[config.mk]
export PLATFORM = sky130hd
export DESIGN_NAME = stop_and_wait_arq_engine
export DESIGN_NICKNAME = d
export VERILOG_FILES = /design/src/design/sawarq_pkg.sv /design/src/design/sawarq_front.sv /design/src/design/sawarq_queue.sv /design/src/design/sawarq_back.sv /design/src/design/stop_and_wait_arq_engine.sv
export SDC_FILE = /design/constraint.sdc
export NUM_CORES = 1
export LEC_CHECK = 0
export BUFFER_PORTS_ARGS = -buffer_cell sky130_fd_sc_hd__buf_2
export CAP_MARGIN = 10
export CELL_PAD_IN_SITES_DETAIL_PLACEMENT = 1
export CELL_PAD_IN_SITES_GLOBAL_PLACEMENT = 1
export CORE_MARGIN = 2
export CORE_UTILIZATION = 35
export CTS_BUF_LIST = sky130_fd_sc_hd__clkbuf_16
export DETAILED_ROUTE_END_ITERATION = 10
export PLACE_DENSITY_LB_ADDON = 0.1
export SYNTH_ARGS = -nofsm -noshare
export SYNTH_HDL_FRONTEND = slang
export SYNTH_SLANG_ARGS = --single-unit
[constraint.sdc]
create_clock -name clk -period 9.2 [get_ports clk]
set_input_delay 0.92 -clock clk [delete_from_list [all_inputs] [get_ports clk]]
set_output_delay 0.92 -clock clk [all_outputs]
set_load 0.02 [all_outputs]
[src/design/sawarq_pkg.sv]
// ----------------------------------------------------------------------------
// sawarq_pkg
// Shared types and constants of the stop-and-wait ARQ engine.
// ----------------------------------------------------------------------------
package sawarq_pkg;

	localparam int SEQ_W     = 16;
	localparam int LEN_W     = 9;
	localparam int RETRY_W   = 8;
	localparam int TIMER_W   = 16;
	localparam int CFG_IDX_W = 2;
	localparam int CFG_W     = 16;
	localparam int IN_W      = 32;
	localparam int OUT_W     = 32;

	localparam int MAX_PAYLOAD   = 256;
	localparam int MAX_PAYLOAD_W = 13;
	localparam int QUEUE_DEPTH   = 2;

	localparam logic [RETRY_W-1:0] RETRIES_RST = 8'd3;
	localparam logic [TIMER_W-1:0] TIMEOUT_RST = 16'd100;
	localparam logic [LEN_W-1:0]   RXLEN_RST   = 9'd256;

	typedef enum logic [CFG_IDX_W-1:0] {
		REG_RETRY_LIMIT = 2'd0,
		REG_ACK_TIMEOUT = 2'd1,
		REG_MAX_RX_LEN  = 2'd2
	} reg_idx_t;

	typedef enum logic [1:0] {
		CMD_SEND   = 2'd0,
		CMD_FRAME  = 2'd1,
		CMD_TICK   = 2'd2,
		CMD_TXFAIL = 2'd3
	} cmd_t;

	typedef enum logic [2:0] {
		KIND_REQUEST  = 3'd0,
		KIND_RESPONSE = 3'd1,
		KIND_ACK      = 3'd2,
		KIND_NACK     = 3'd3
	} frame_kind_t;

	typedef enum logic [2:0] {
		ACT_NONE    = 3'd0,
		ACT_REQ     = 3'd1,
		ACT_ACK     = 3'd2,
		ACT_NACK    = 3'd3,
		ACT_DELIVER = 3'd4
	} action_t;

	typedef enum logic [2:0] {
		ST_NONE      = 3'd0,
		ST_ACKED     = 3'd1,
		ST_EXHAUSTED = 3'd2,
		ST_TOO_LARGE = 3'd3,
		ST_BUSY      = 3'd4
	} status_t;

	// classified event handed from the front to the back
	typedef struct packed {
		cmd_t             cmd;
		logic [SEQ_W-1:0] seq;
		logic             fvalid;
		logic             is_ack;
		logic             is_data;
		logic             too_large;
		logic [LEN_W-1:0] len;
	} evt_t;

endpackage

[src/design/sawarq_front.sv]
// ----------------------------------------------------------------------------
// sawarq_front
// Unpacks an input item and classifies the frame fields into an event.
// ----------------------------------------------------------------------------
module sawarq_front (
	input  logic [1:0]                    s_tuser, // command
	input  logic [sawarq_pkg::IN_W-1:0]   s_tdata, // frame_seq, frame_kind, frame_valid,
	                                               // frame_len, zero fill
	input  logic [sawarq_pkg::LEN_W-1:0]  max_receive_len,
	output sawarq_pkg::evt_t              evt
);
	import sawarq_pkg::*;

	logic [SEQ_W-1:0] seq;
	logic [2:0]       kind;
	logic             fvalid;
	logic [LEN_W-1:0] len;

	assign seq    = s_tdata[15:0];
	assign kind   = s_tdata[18:16];
	assign fvalid = s_tdata[19];
	assign len    = s_tdata[28:20];

	always_comb begin
		evt.cmd     = cmd_t'(s_tuser);
		evt.seq     = seq;
		evt.fvalid  = fvalid;
		evt.is_ack  = fvalid && (kind == KIND_ACK);
		evt.is_data = (kind == KIND_REQUEST) || (kind == KIND_RESPONSE);
		evt.len     = len;
		// the user is to hold limits static while items are in flight (the block does not enforce it), so judge size here
		evt.too_large = (len > max_receive_len) ||
			({{(MAX_PAYLOAD_W-LEN_W){1'b0}}, len} > MAX_PAYLOAD_W'(MAX_PAYLOAD));
	end

endmodule

[src/design/sawarq_queue.sv]
// ----------------------------------------------------------------------------
// sawarq_queue
// Short event queue between the classifying front and the protocol back.
// ----------------------------------------------------------------------------
module sawarq_queue #(
	parameter int DEPTH = sawarq_pkg::QUEUE_DEPTH
) (
	input  logic              clk,
	input  logic              arst_n,
	input  logic              push,
	input  sawarq_pkg::evt_t  push_evt,
	output logic              not_full,
	input  logic              pop,
	output logic              not_empty,
	output sawarq_pkg::evt_t  head
);
	import sawarq_pkg::*;

	localparam int PTR_W = (DEPTH > 1) ? $clog2(DEPTH) : 1;
	localparam int CNT_W = $clog2(DEPTH + 1);

	evt_t             mem_q [DEPTH];
	logic [PTR_W-1:0] wr_ptr_q;
	logic [PTR_W-1:0] rd_ptr_q;
	logic [CNT_W-1:0] count_q;

	assign not_full  = (count_q != CNT_W'(DEPTH));
	assign not_empty = (count_q != '0);
	assign head      = mem_q[rd_ptr_q];

	always_ff @(posedge clk) begin
		if (push) begin
			mem_q[wr_ptr_q] <= push_evt;
		end
	end

	always_ff @(posedge clk or negedge arst_n) begin
		if (!arst_n) begin
			wr_ptr_q <= '0;
			rd_ptr_q <= '0;
			count_q  <= '0;
		end else begin
			if (push) begin
				wr_ptr_q <= (wr_ptr_q == PTR_W'(DEPTH - 1)) ? '0 : wr_ptr_q + 1'b1;
			end
			if (pop) begin
				rd_ptr_q <= (rd_ptr_q == PTR_W'(DEPTH - 1)) ? '0 : rd_ptr_q + 1'b1;
			end
			if (push && !pop) begin
				count_q <= count_q + 1'b1;
			end else if (pop && !push) begin
				count_q <= count_q - 1'b1;
			end
		end
	end

	a_count_bound: assert property (@(posedge clk) disable iff (!arst_n)
		count_q <= CNT_W'(DEPTH))
		else $error("queue count beyond depth");

endmodule

[src/design/sawarq_back.sv]
// ----------------------------------------------------------------------------
// sawarq_back
// Protocol state of the link: send/ack tracking, retransmit and receive check.
// ----------------------------------------------------------------------------
module sawarq_back (
	input  logic                           clk,
	input  logic                           arst_n,
	input  logic                           evt_valid,
	input  sawarq_pkg::evt_t               evt,
	output logic                           pop,
	input  logic [sawarq_pkg::RETRY_W-1:0] retry_limit,
	input  logic [sawarq_pkg::TIMER_W-1:0] ack_timeout_ticks,
	output logic                           m_tvalid,
	input  logic                           m_tready,
	output logic [sawarq_pkg::OUT_W-1:0]   m_tdata // action, out_seq, deliver_len, status,
	                                               // zero fill
);
	import sawarq_pkg::*;

	logic [SEQ_W-1:0]   send_seq_q, send_seq_n;
	logic [RETRY_W-1:0] attempt_q, attempt_n;
	logic               awaiting_q, awaiting_n;
	logic [TIMER_W-1:0] timer_q, timer_n;
	logic [SEQ_W-1:0]   last_rx_q, last_rx_n;
	logic               rx_started_q, rx_started_n;

	logic               out_valid_q;
	action_t            act_q;
	logic [SEQ_W-1:0]   oseq_q;
	logic [LEN_W-1:0]   dlen_q;
	status_t            st_q;

	action_t            act;
	logic [SEQ_W-1:0]   oseq;
	logic [LEN_W-1:0]   dlen;
	status_t            st;
	logic [SEQ_W-1:0]   last_eff;
	logic               do_rtx;

	assign pop      = evt_valid && (!out_valid_q || m_tready);
	assign m_tvalid = out_valid_q;
	assign m_tdata  = {1'b0, st_q, dlen_q, oseq_q, act_q};

	always_comb begin
		send_seq_n   = send_seq_q;
		attempt_n    = attempt_q;
		awaiting_n   = awaiting_q;
		timer_n      = timer_q;
		last_rx_n    = last_rx_q;
		rx_started_n = rx_started_q;
		act          = ACT_NONE;
		oseq         = '0;
		dlen         = '0;
		st           = ST_NONE;
		do_rtx       = 1'b0;
		// first data frame makes itself the expected one
		last_eff     = rx_started_q ? last_rx_q : evt.seq - 1'b1;

		case (evt.cmd)
			CMD_SEND: begin
				oseq = send_seq_q;
				if (awaiting_q) begin
					st = ST_BUSY;
				end else begin
					awaiting_n = 1'b1;
					attempt_n  = '0;
					timer_n    = ack_timeout_ticks;
					act        = ACT_REQ;
				end
			end
			CMD_FRAME: begin
				if (awaiting_q) begin
					if (evt.is_ack && (evt.seq == send_seq_q)) begin
						send_seq_n = send_seq_q + 1'b1;
						awaiting_n = 1'b0;
						oseq       = send_seq_q;
						st         = ST_ACKED;
					end else begin
						do_rtx = 1'b1;
					end
				end else if (!evt.fvalid) begin
					act  = ACT_NACK;
					oseq = evt.seq;
				end else if (evt.is_data) begin
					rx_started_n = 1'b1;
					last_rx_n    = last_eff;
					oseq         = evt.seq;
					if (evt.seq == last_eff + 1'b1) begin
						if (evt.too_large) begin
							st = ST_TOO_LARGE;
						end else begin
							last_rx_n = evt.seq;
							act       = ACT_DELIVER;
							dlen      = evt.len;
						end
					end else if (evt.seq == last_eff) begin
						act = ACT_ACK;
					end else begin
						act = ACT_NACK;
					end
				end
			end
			CMD_TICK: begin
				if (awaiting_q) begin
					if (timer_q <= TIMER_W'(1)) begin
						timer_n = '0;
						do_rtx  = 1'b1;
					end else begin
						timer_n = timer_q - 1'b1;
					end
				end
			end
			CMD_TXFAIL: begin
				do_rtx = awaiting_q;
			end
			default: begin
			end
		endcase

		if (do_rtx) begin
			oseq = send_seq_q;
			if (attempt_q >= retry_limit) begin
				awaiting_n = 1'b0;
				st         = ST_EXHAUSTED;
			end else begin
				attempt_n = attempt_q + 1'b1;
				timer_n   = ack_timeout_ticks;
				act       = ACT_REQ;
			end
		end
	end

	always_ff @(posedge clk or negedge arst_n) begin
		if (!arst_n) begin
			send_seq_q   <= '0;
			attempt_q    <= '0;
			awaiting_q   <= 1'b0;
			timer_q      <= '0;
			last_rx_q    <= '0;
			rx_started_q <= 1'b0;
			out_valid_q  <= 1'b0;
		end else begin
			if (pop) begin
				send_seq_q   <= send_seq_n;
				attempt_q    <= attempt_n;
				awaiting_q   <= awaiting_n;
				timer_q      <= timer_n;
				last_rx_q    <= last_rx_n;
				rx_started_q <= rx_started_n;
				out_valid_q  <= 1'b1;
			end else if (m_tready) begin
				out_valid_q  <= 1'b0;
			end
		end
	end

	// result payload, loaded with every event taken from the queue
	always_ff @(posedge clk) begin
		if (pop) begin
			act_q  <= act;
			oseq_q <= oseq;
			dlen_q <= dlen;
			st_q   <= st;
		end
	end

	a_len_only_deliver: assert property (@(posedge clk) disable iff (!arst_n)
		out_valid_q && (dlen_q != '0) |-> act_q == ACT_DELIVER)
		else $error("nonzero length without delivery");

	a_send_starts_wait: assert property (@(posedge clk) disable iff (!arst_n)
		pop && (evt.cmd == CMD_SEND) |=> awaiting_q)
		else $error("send did not leave engine waiting for ack");

	a_ack_advances: assert property (@(posedge clk) disable iff (!arst_n)
		pop && (evt.cmd == CMD_FRAME) && awaiting_q && evt.is_ack &&
		(evt.seq == send_seq_q) |=> (send_seq_q == $past(send_seq_q) + 1'b1) && !awaiting_q)
		else $error("matching ack did not advance send sequence");

	a_req_no_status: assert property (@(posedge clk) disable iff (!arst_n)
		out_valid_q && (act_q == ACT_REQ) |-> st_q == ST_NONE)
		else $error("request carries a status");

endmodule

[src/design/stop_and_wait_arq_engine.sv]
// ----------------------------------------------------------------------------
// stop_and_wait_arq_engine
// Stop-and-wait ARQ control for one link: send tracking and receive check.
// ----------------------------------------------------------------------------
// Each input item (send, received frame, millisecond tick or transmit failure)
// yields exactly one result item. The block takes one item per clock while the
// queue is not full; the item is classified and queued at the accepting edge,
// and the link state and the result register update when the back end pops it,
// which waits while a result is held on the output. The back end's update of
// the link state as it pops each item sets the rate; a queue of QUEUE_DEPTH
// entries lets the input side keep going while a result waits on the output.
// Write the configuration registers only while no items are in flight.
module stop_and_wait_arq_engine #(
	parameter int QUEUE_DEPTH = sawarq_pkg::QUEUE_DEPTH
) (
	input  logic                             clk,
	input  logic                             arst_n,
	input  logic                             cfg_we,
	input  logic [sawarq_pkg::CFG_IDX_W-1:0] cfg_index,
	input  logic [sawarq_pkg::CFG_W-1:0]     cfg_data,
	input  logic                             s_tvalid,
	output logic                             s_tready,
	input  logic [1:0]                       s_tuser, // command
	input  logic [sawarq_pkg::IN_W-1:0]      s_tdata, // frame_seq, frame_kind,
	                                                  // frame_valid, frame_len, zero fill
	output logic                             m_tvalid,
	input  logic                             m_tready,
	output logic [sawarq_pkg::OUT_W-1:0]     m_tdata  // action, out_seq, deliver_len,
	                                                  // status, zero fill
);
	import sawarq_pkg::*;

	logic [RETRY_W-1:0] retry_limit_q;
	logic [TIMER_W-1:0] ack_timeout_q;
	logic [LEN_W-1:0]   max_rx_len_q;

	evt_t front_evt;
	evt_t head_evt;
	logic q_not_full;
	logic q_not_empty;
	logic q_pop;

	always_ff @(posedge clk or negedge arst_n) begin
		if (!arst_n) begin
			retry_limit_q <= RETRIES_RST;
			ack_timeout_q <= TIMEOUT_RST;
			max_rx_len_q  <= RXLEN_RST;
		end else if (cfg_we) begin
			case (cfg_index)
				REG_RETRY_LIMIT: retry_limit_q <= cfg_data[RETRY_W-1:0];
				REG_ACK_TIMEOUT: ack_timeout_q <= cfg_data[TIMER_W-1:0];
				REG_MAX_RX_LEN:  max_rx_len_q  <= cfg_data[LEN_W-1:0];
				default: begin
				end
			endcase
		end
	end

	assign s_tready = q_not_full;

	sawarq_front u_front (
		.s_tuser         (s_tuser),
		.s_tdata         (s_tdata),
		.max_receive_len (max_rx_len_q),
		.evt             (front_evt)
	);

	sawarq_queue #(
		.DEPTH (QUEUE_DEPTH)
	) u_queue (
		.clk       (clk),
		.arst_n    (arst_n),
		.push      (s_tvalid && q_not_full),
		.push_evt  (front_evt),
		.not_full  (q_not_full),
		.pop       (q_pop),
		.not_empty (q_not_empty),
		.head      (head_evt)
	);

	sawarq_back u_back (
		.clk               (clk),
		.arst_n            (arst_n),
		.evt_valid         (q_not_empty),
		.evt               (head_evt),
		.pop               (q_pop),
		.retry_limit       (retry_limit_q),
		.ack_timeout_ticks (ack_timeout_q),
		.m_tvalid          (m_tvalid),
		.m_tready          (m_tready),
		.m_tdata           (m_tdata)
	);

endmodule
==> metrics list, run 1 <==
- Overflow left after global routing: 0
- Count of synthesis-stage warnings from yosys: 0
* Final worst-path setup slack: 3.78 ns
* Max_slew headroom: 22.0%
* Highest clock frequency the design can meet: 184 MHz
- Post-place instance area: ~0.011 mm^2
- Detailed routing inserted a total of 7810 vias.
- Global-route wire length before repair: about 47000 um
* Sum of routed wire length over all layers: 29500 um
- Largest fanout on the critical path: 59
- Number of cells upsized or downsized after cts: 0
- Initial antenna violation count: 2
- Once the floorplan was initialized, standard cells occupied a little over a third of the core.
* Power Dens Cells: 279 mW/mm^2
- TritonCTS built the clock tree.
- Port buffer count: 86
- In this run the number of H-tree levels came out at 4.
- The flow ran to the end, and the final reports show no timing, DRC or antenna violations.
* Residual DRC count: 0
- The finished cells cover 0.0119 mm^2.
- The worst setup path is launched from a flop.
- Data arrives at the worst endpoint at 5.60 ns.
* Die Ht: approximately 180 um
- Master cell of the clock root buffer: sky130_fd_sc_hd__clkbuf_16
* Max-cap violations: 0
* Final Hold Slack: 0.493 ns
* Drt pass-1 iters: 4
* Top-level port count: 91
- The synthesized design contains 189 register bits.
* Synth Instances: 975
- The routed design could run at a clock period as short as 5.42 ns.
* Setup Total Neg Slack: 0 ns
* Number of nets in the finished design: 1134
- Worst-case setup slack after placement: between 3 and 4 ns
- After clock tree synthesis, the clock-pin slew on the worst setup and hold paths is 0.08 ns.
- Layout filler cell count: 3301
- Global routing used about 20% of the available tracks.
- Summed over its instances, the top area cell type makes up 26.8% of the synthesized netlist area.
- DIE WIDTH: 177 um
- Buffers inserted by post-CTS timing repair: 0
- The later pin in the worst-skew pair is clocked with a latency of 0.44 ns.
- The share of the Yosys chip area taken by registers is between 40 and 50%.
- Compared with the post-synthesis result, the final layout area differs by 13.9%.
- Setup repair after global routing left no endpoint under its margin.
- Worst endpoint required time: around 9.4 ns
- The final number of max-transition violations was 0.
- Using the TritonRoute via totals, the vias-per-cell ratio works out to roughly 5.4.
- Clock tree synthesis inserted a total of 17 buffers.
- Share of flip-flops with an asynchronous set or reset: 50.8%
* Number of failing setup endpoints in the final timing report: 0
- Final hold violations: 0
* Highest ir drop seen on vdd: 0.000164 V
* Cell accounting for the most synthesized area: sky130_fd_sc_hd__edfxtp_1
* DPL Wire Length: ~21000 um
* Tot Pwr: 3.32 mW
* Avg Inst Size Synth: roughly 11 um^2
- Counting every net in the synthesized netlist gives 1056.
* Crit path capture type: flop
- For the pin with the worst max-slew slack, the measured transition is 1.14 ns.
- Sinks on the clock net: 189
- Measured on the finished design, the core utilization comes to roughly 40%.
- The critical path in this run is classified as reg2reg.
* Core area: between 0.02 and 0.03 mm^2
- GPL Wtd Cong: 0.800
- Post-synth EDFFs: 93
- Number of cell rows: 63
- Pin count of the biggest net entering global routing: 60
- Die Outline Area: between 0.03 and 0.04 mm^2
- The count of nets left with antenna violations once routing finished came out at 0.
* Share of cells above drive strength 1: between 20% and 30%
* Count of cell types in the netlist: 85
- Mapped cell area: 0.0104 mm^2
- The detailed router finished its first iteration with ~400 violations.
- In the final routed layout, each cell accounts on average for 20.3 um.
- Via count of the first global-routing pass: between 8k and 9k
- Top post-synthesis cells by area: sky130_fd_sc_hd__edfxtp_1 27%, sky130_fd_sc_hd__dfrtp_1 22%, sky130_fd_sc_hd__xnor2_1 4.4%, sky130_fd_sc_hd__mux2_2 4.2%, sky130_fd_sc_hd__mux2i_1 3.6%
* Hold buffers post-CTS: 0
- Non-Filler Instances: 1457
- No sink is reached through more buffers than the 2 on the longest clock path.
- Static power due to leakage: 4.72 nW
* Placed instance count: 1424
- Leading register cell type out of synthesis: sky130_fd_sc_hd__edfxtp_1
* Share of the cycle needed by the critical path after routing: 58.9%
- Clock skew on the completed layout was measured at around 0.012 ns.
* Min-Delay Path Class: reg2reg
-- worst max-delay path, cell delays in order, from the launching register on --
cell and delay (ns):
sky130_fd_sc_hd__dfrtp_2 0.35, sky130_fd_sc_hd__buf_4 0.57, sky130_fd_sc_hd__clkinv_1 0.80, sky130_fd_sc_hd__mux2i_1 0.54
sky130_fd_sc_hd__ha_1 0.27, sky130_fd_sc_hd__o211a_1 0.26, sky130_fd_sc_hd__nor2_1 0.07, sky130_fd_sc_hd__a2111oi_0 0.37
sky130_fd_sc_hd__nand4_1 0.15, sky130_fd_sc_hd__nor3_1 0.36, sky130_fd_sc_hd__nand4_1 0.45, sky130_fd_sc_hd__nor2_1 0.46
sky130_fd_sc_hd__nor4_1 0.09, sky130_fd_sc_hd__or3_1 0.38
-- synth_stat cells (10+ instances only) --
library cell               instances
sky130_fd_sc_hd__edfxtp_1         93
sky130_fd_sc_hd__dfrtp_1          90
sky130_fd_sc_hd__nand2_1          87
sky130_fd_sc_hd__o21ai_0          72
sky130_fd_sc_hd__nor2_1           55
sky130_fd_sc_hd__xnor2_1          53
sky130_fd_sc_hd__a21oi_1          39
sky130_fd_sc_hd__mux2_2           39
sky130_fd_sc_hd__nand3_1          39
sky130_fd_sc_hd__mux2i_1          38
sky130_fd_sc_hd__inv_1            31
sky130_fd_sc_hd__clkbuf_1         29
sky130_fd_sc_hd__nor3_1           25
sky130_fd_sc_hd__ha_1             24
sky130_fd_sc_hd__a21o_1           15
sky130_fd_sc_hd__nand4_1          15
sky130_fd_sc_hd__xor2_1           15
sky130_fd_sc_hd__and3_1           12
sky130_fd_sc_hd__nor4_1           12
sky130_fd_sc_hd__a22oi_1          11
sky130_fd_sc_hd__a31oi_1          10
-- layout by cell type (no fill, tap or decap), types with 17 or more instances in the layout --
cell type / instances
sky130_fd_sc_hd__a21oi_1: 39
sky130_fd_sc_hd__nand2_1: 87
sky130_fd_sc_hd__inv_1: 32
sky130_fd_sc_hd__nor3_1: 24
sky130_fd_sc_hd__ha_1: 24
sky130_fd_sc_hd__buf_4: 17
sky130_fd_sc_hd__dfrtp_1: 88
sky130_fd_sc_hd__clkbuf_16: 17
sky130_fd_sc_hd__buf_2: 85
sky130_fd_sc_hd__mux2i_1: 38
sky130_fd_sc_hd__nand3_1: 39
sky130_fd_sc_hd__xnor2_1: 53
sky130_fd_sc_hd__nor2_1: 54
sky130_fd_sc_hd__o21ai_0: 72
sky130_fd_sc_hd__edfxtp_1: 93
sky130_fd_sc_hd__mux2_2: 39
-- layer usage --
layer | vias to the layer above | track usage (%) | wire length, um
met5 | - | 0 | 7
met4 | 2 | 4.96 | 429
met3 | 25 | 3.44 | 832
met2 | 99 | 34.1 | 14600
met1 | 3914 | 25.9 | 13700
li1 | 3770 | - | -
-- layout make-up --
class,instances,area (um^2),area share [%]
Sequential cell,189,5200,43.8
Multi-Input combinational cell,709,4920,41.4
Timing Repair Buffer,102,553,4.65
Tap cell,390,488,4.10
Clock buffer,17,425,3.58
Clock inverter,15,165,1.39
Inverter,34,128,1.07
Antenna cell,1,2.50,0.0210
-- cells by family (layout without fill, tap and decap cells) --
logic type,count (synthesis),count (layout),synth area share (%)
xor gates and xnor gates,68,68,5.71
AOI/OAI and AO/OA,226,226,15.0
DFF,189,189,49.9
and+or+nand+nor,310,310,15.1
other,1,2,0.0359
muxes,80,80,8.22
adders and majority gates,24,24,2.88
buffers and inverters,77,168,3.26
-- power breakdown --
group | internal, mW | total, mW | leakage (nW) | switching [mW]
combinational | 0.463 | 1.29 | 2.36 | 0.832
clock | 0.407 | 0.764 | 0.294 | 0.357
sequential | 1.12 | 1.26 | 2.07 | 0.141
total | 1.99 | 3.32 | 4.72 | 1.33
-- final timing paths --
kind                       cells past startpoint            startpoint                    to  slack [ns]
max                                           13   u_back.rx_started_q       u_back.act_q[0]        3.78
min                                            2  u_back.last_rx_q[12]  u_back.last_rx_q[12]        0.49
max reg2reg                                   13   u_back.rx_started_q       u_back.act_q[0]        3.78
min reg2reg                                    2  u_back.last_rx_q[12]  u_back.last_rx_q[12]        0.49
max in group asynchronous                      2                arst_n     ack_timeout_q[15]        7.51
min in group asynchronous                      1                arst_n  u_back.last_rx_q[13]        0.50
-- state kept, by name (all words and copies together) (netlist names), 8 cells and up --
| register | cells |
|---|---|
| max_rx_len_q | 9 |
| u_back.attempt_q | 8 |
| u_back.last_rx_q | 16 |
| u_queue.mem_q | 62 |
| ack_timeout_q | 16 |
| u_back.oseq_q | 16 |
| u_back.send_seq_q | 16 |
| retry_limit_q | 8 |
| u_back.dlen_q | 9 |
| u_back.timer_q | 16 |
Power figures use the tool's default switching activity.
==> run 2, diff against run 1 <==
- clock period: 9.2 -> 4.6 ns (I/O delays scaled with it)
==> metrics list, run 2 (same netlist as run 1, synthesis figures left out) <==
- Master cell of the clock root buffer: sky130_fd_sc_hd__clkbuf_16 (unchanged)
- Leading cell type in the layout, fill and taps excluded: sky130_fd_sc_hd__edfxtp_1 (unchanged)
- Max-slew violation count: 0 (unchanged)
- Hold buffers post-CTS: 0 (unchanged)
- The number of nets in the finished design came to 1159 (was 1134).
- The total number of H-tree levels came to 4 (unchanged).
- The class of the tightest hold or removal check is in2async (was reg2reg).
- The final standard cell utilization of the core was 40.9% (was 40.3%).
* Setup Total Neg Slack: 0 ns (unchanged)
* Overflow left after global routing: 0 (unchanged)
* RSZ-0062 raised after global routing: false (unchanged)
- Clock-pin slew on the worst setup and hold paths: 0.07 ns (was 0.08 ns)
* Die Ht: 177 um (unchanged)
- Clock tree from TritonCTS: built (unchanged)
- Layout filler cell count: 3327 (was 3301)
- Via density: 5.33 (was 5.36)
- The clock net sink count was 189 (unchanged).
- The shortest period the worst path allows came to 4.33 ns (was 5.42 ns).
- DIE WIDTH: 177 um (unchanged)
- Die Outline Area: 0.0312 mm^2 (unchanged)
* Placed instance count: 1449 (was 1424)
- Total number of vias: 7888 (was 7810)
- The final cell count without fillers is 1481 (was 1457).
- Max-cap violations: 0 (unchanged)
* Wire length per cell: 19.9 um (was 20.3 um)
- Port buffer count: 86 (unchanged)
* Crit path capture type: flop (unchanged)
- Most frequent cells in the layout: 93 x sky130_fd_sc_hd__edfxtp_1, 88 x sky130_fd_sc_hd__dfrtp_1, 87 x sky130_fd_sc_hd__nand2_1 (unchanged).
* Buffers inserted by post-CTS timing repair: 0 (unchanged)
* Setup clock skew after layout: 0.0109 ns (was 0.0124 ns)
- Number of antenna-violating nets in the routed design: 0 (unchanged)
- The final weighted congestion in routability-driven placement was 0.807 (was 0.800).
- The final worst slack was 0.271 ns (was 3.78 ns).
- The required time of the critical path came to 4.90 ns (was 9.38 ns).
* DPL Wire Length: 21400 um (was 20900 um)
* Later-pin clock latency in the skew report: 0.45 ns (was 0.44 ns)
- Depth of the worst register-to-register path: 13 (unchanged)
* Tot Pwr: 6.68 mW (was 3.32 mW)
- The initial antenna violation count is 0 (was 2).
- The area of placed instances is 0.0115 mm^2 (was 0.0113 mm^2).
* Transition at the pin with the smallest max-transition slack: 1.05 ns (was 1.14 ns)
* Ant diodes: 0 (was 1)
- The worst hold slack was 0.146 ns (was 0.493 ns).
- Top reg by flops: u_queue.mem_q (unchanged)
* Sum of routed wire length over all layers: 29400 um (was 29500 um)
* Share of cells above drive strength 1: 22.1% (was 20.3%)
- Status: complete, no violations (unchanged)
* Combined global-route utilization of all metal layers: 19.6% (was 19.8%)
- The post-cts sizing count came to 0 (unchanged).
- Initial core utilization: 35.4% (unchanged)
- The data arrival time of the critical path came to 4.63 ns (was 5.60 ns).
- Drt pass-1 iters: 5 (was 4)
* Starting DRC count in detailed routing: 336 (was 393)
- The maximum vdd ir drop was 0.000278 V (was 0.000164 V).
- Worst-case setup slack after placement: 0.218 ns (was 3.92 ns)
* Power Dens Cells: 554 mW/mm^2 (was 279 mW/mm^2)
* Number of cell rows: 63 (unchanged)
- Maximum count of clock buffers along a single path: 2 (unchanged)
- The highest attainable clock frequency was 231 MHz (was 184 MHz).
- The flip-flop count of the largest register after layout was 62 (unchanged).
* Via count of the first global-routing pass: 8319 (was 8202)
* Type of the worst setup path: reg2reg (unchanged)
- The remaining design rule violation count is 0 (unchanged).
- The count of pins on the block boundary is 91 (unchanged).
- Startpoint type of the worst setup path: flop (unchanged)
- Largest fanout on the critical path: 17 (was 59)
- The relative area change from synthesis to final layout was 15.5% (was 13.9%).
* Final hold violations: 0 (unchanged)
- TritonCTS buffer count: 17 (unchanged)
* Post-route standard cell area excluding fillers: 0.0121 mm^2 (was 0.0119 mm^2)
- The reported leakage power was 4.83 nW (was 4.72 nW).
* Global-route wire length before repair: 46700 um (was 47300 um)
- Core area: 0.0295 mm^2 (unchanged)
* Share of the cycle needed by the critical path after routing: 94.1% (was 58.9%)
- The pin count of the biggest net entering global routing came to 70 (was 60).
* Number of failing setup endpoints in the final timing report: 0 (unchanged)
- The relative max-transition margin came to 29.6% (was 22.0%).
-- run 2: layout make-up --
class	instances	area (um^2)	area share [%]
multi-input cells	709	4930	40.9
well taps	390	488	4.05
inverters	34	128	1.06
flip-flops and latches	189	5200	43.2
clock buffers	17	425	3.53
clock inverters	15	139	1.15
repair buffers	127	741	6.15
-- run 2: worst paths after layout --
path,start,end,slack [ns]
min in group clk,s_tdata[5],u_queue.mem_q[1][18],0.20
worst min register to register,u_back.last_rx_q[12],u_back.last_rx_q[12],0.50
worst min-delay path,arst_n,u_back.last_rx_q[5],0.15
max in group asynchronous,arst_n,u_back.rx_started_q,3.49
worst max register to register,u_queue.rd_ptr_q,u_back.last_rx_q[15],0.27
worst max-delay path,u_queue.rd_ptr_q,u_back.last_rx_q[15],0.27
-- run 2: power breakdown --
part | switching, mW | internal, mW | total (mW)
clock network | 0.720 | 0.756 | 1.48
registers | 0.287 | 2.25 | 2.53
logic | 1.67 | 0.998 | 2.67
-- run 2: worst max-delay path: stages (launching register included) --
cell and delay, ns:
sky130_fd_sc_hd__dfrtp_2 0.56, sky130_fd_sc_hd__mux2i_2 0.37, sky130_fd_sc_hd__ha_2 0.38, sky130_fd_sc_hd__o21a_1 0.25, sky130_fd_sc_hd__xor2_1 0.10, sky130_fd_sc_hd__o31ai_1 0.42, sky130_fd_sc_hd__nand4_1 0.30, sky130_fd_sc_hd__nor4_2 0.37
sky130_fd_sc_hd__xor2_1 0.23, sky130_fd_sc_hd__and4_2 0.33, sky130_fd_sc_hd__nand2_2 0.31, sky130_fd_sc_hd__buf_4 0.28, sky130_fd_sc_hd__a31oi_1 0.16, sky130_fd_sc_hd__o311ai_1 0.11
-- run 2: layer usage --
layer / track usage, % / up-vias / part of all wire (%)
met5: 0 / - / 0
met4: 7.06 / 0 / 2.4
met3: 3.18 / 29 / 2.8
met2: 32.8 / 119 / 47
met1: 25.8 / 3909 / 47
li1: - / 3831 / -
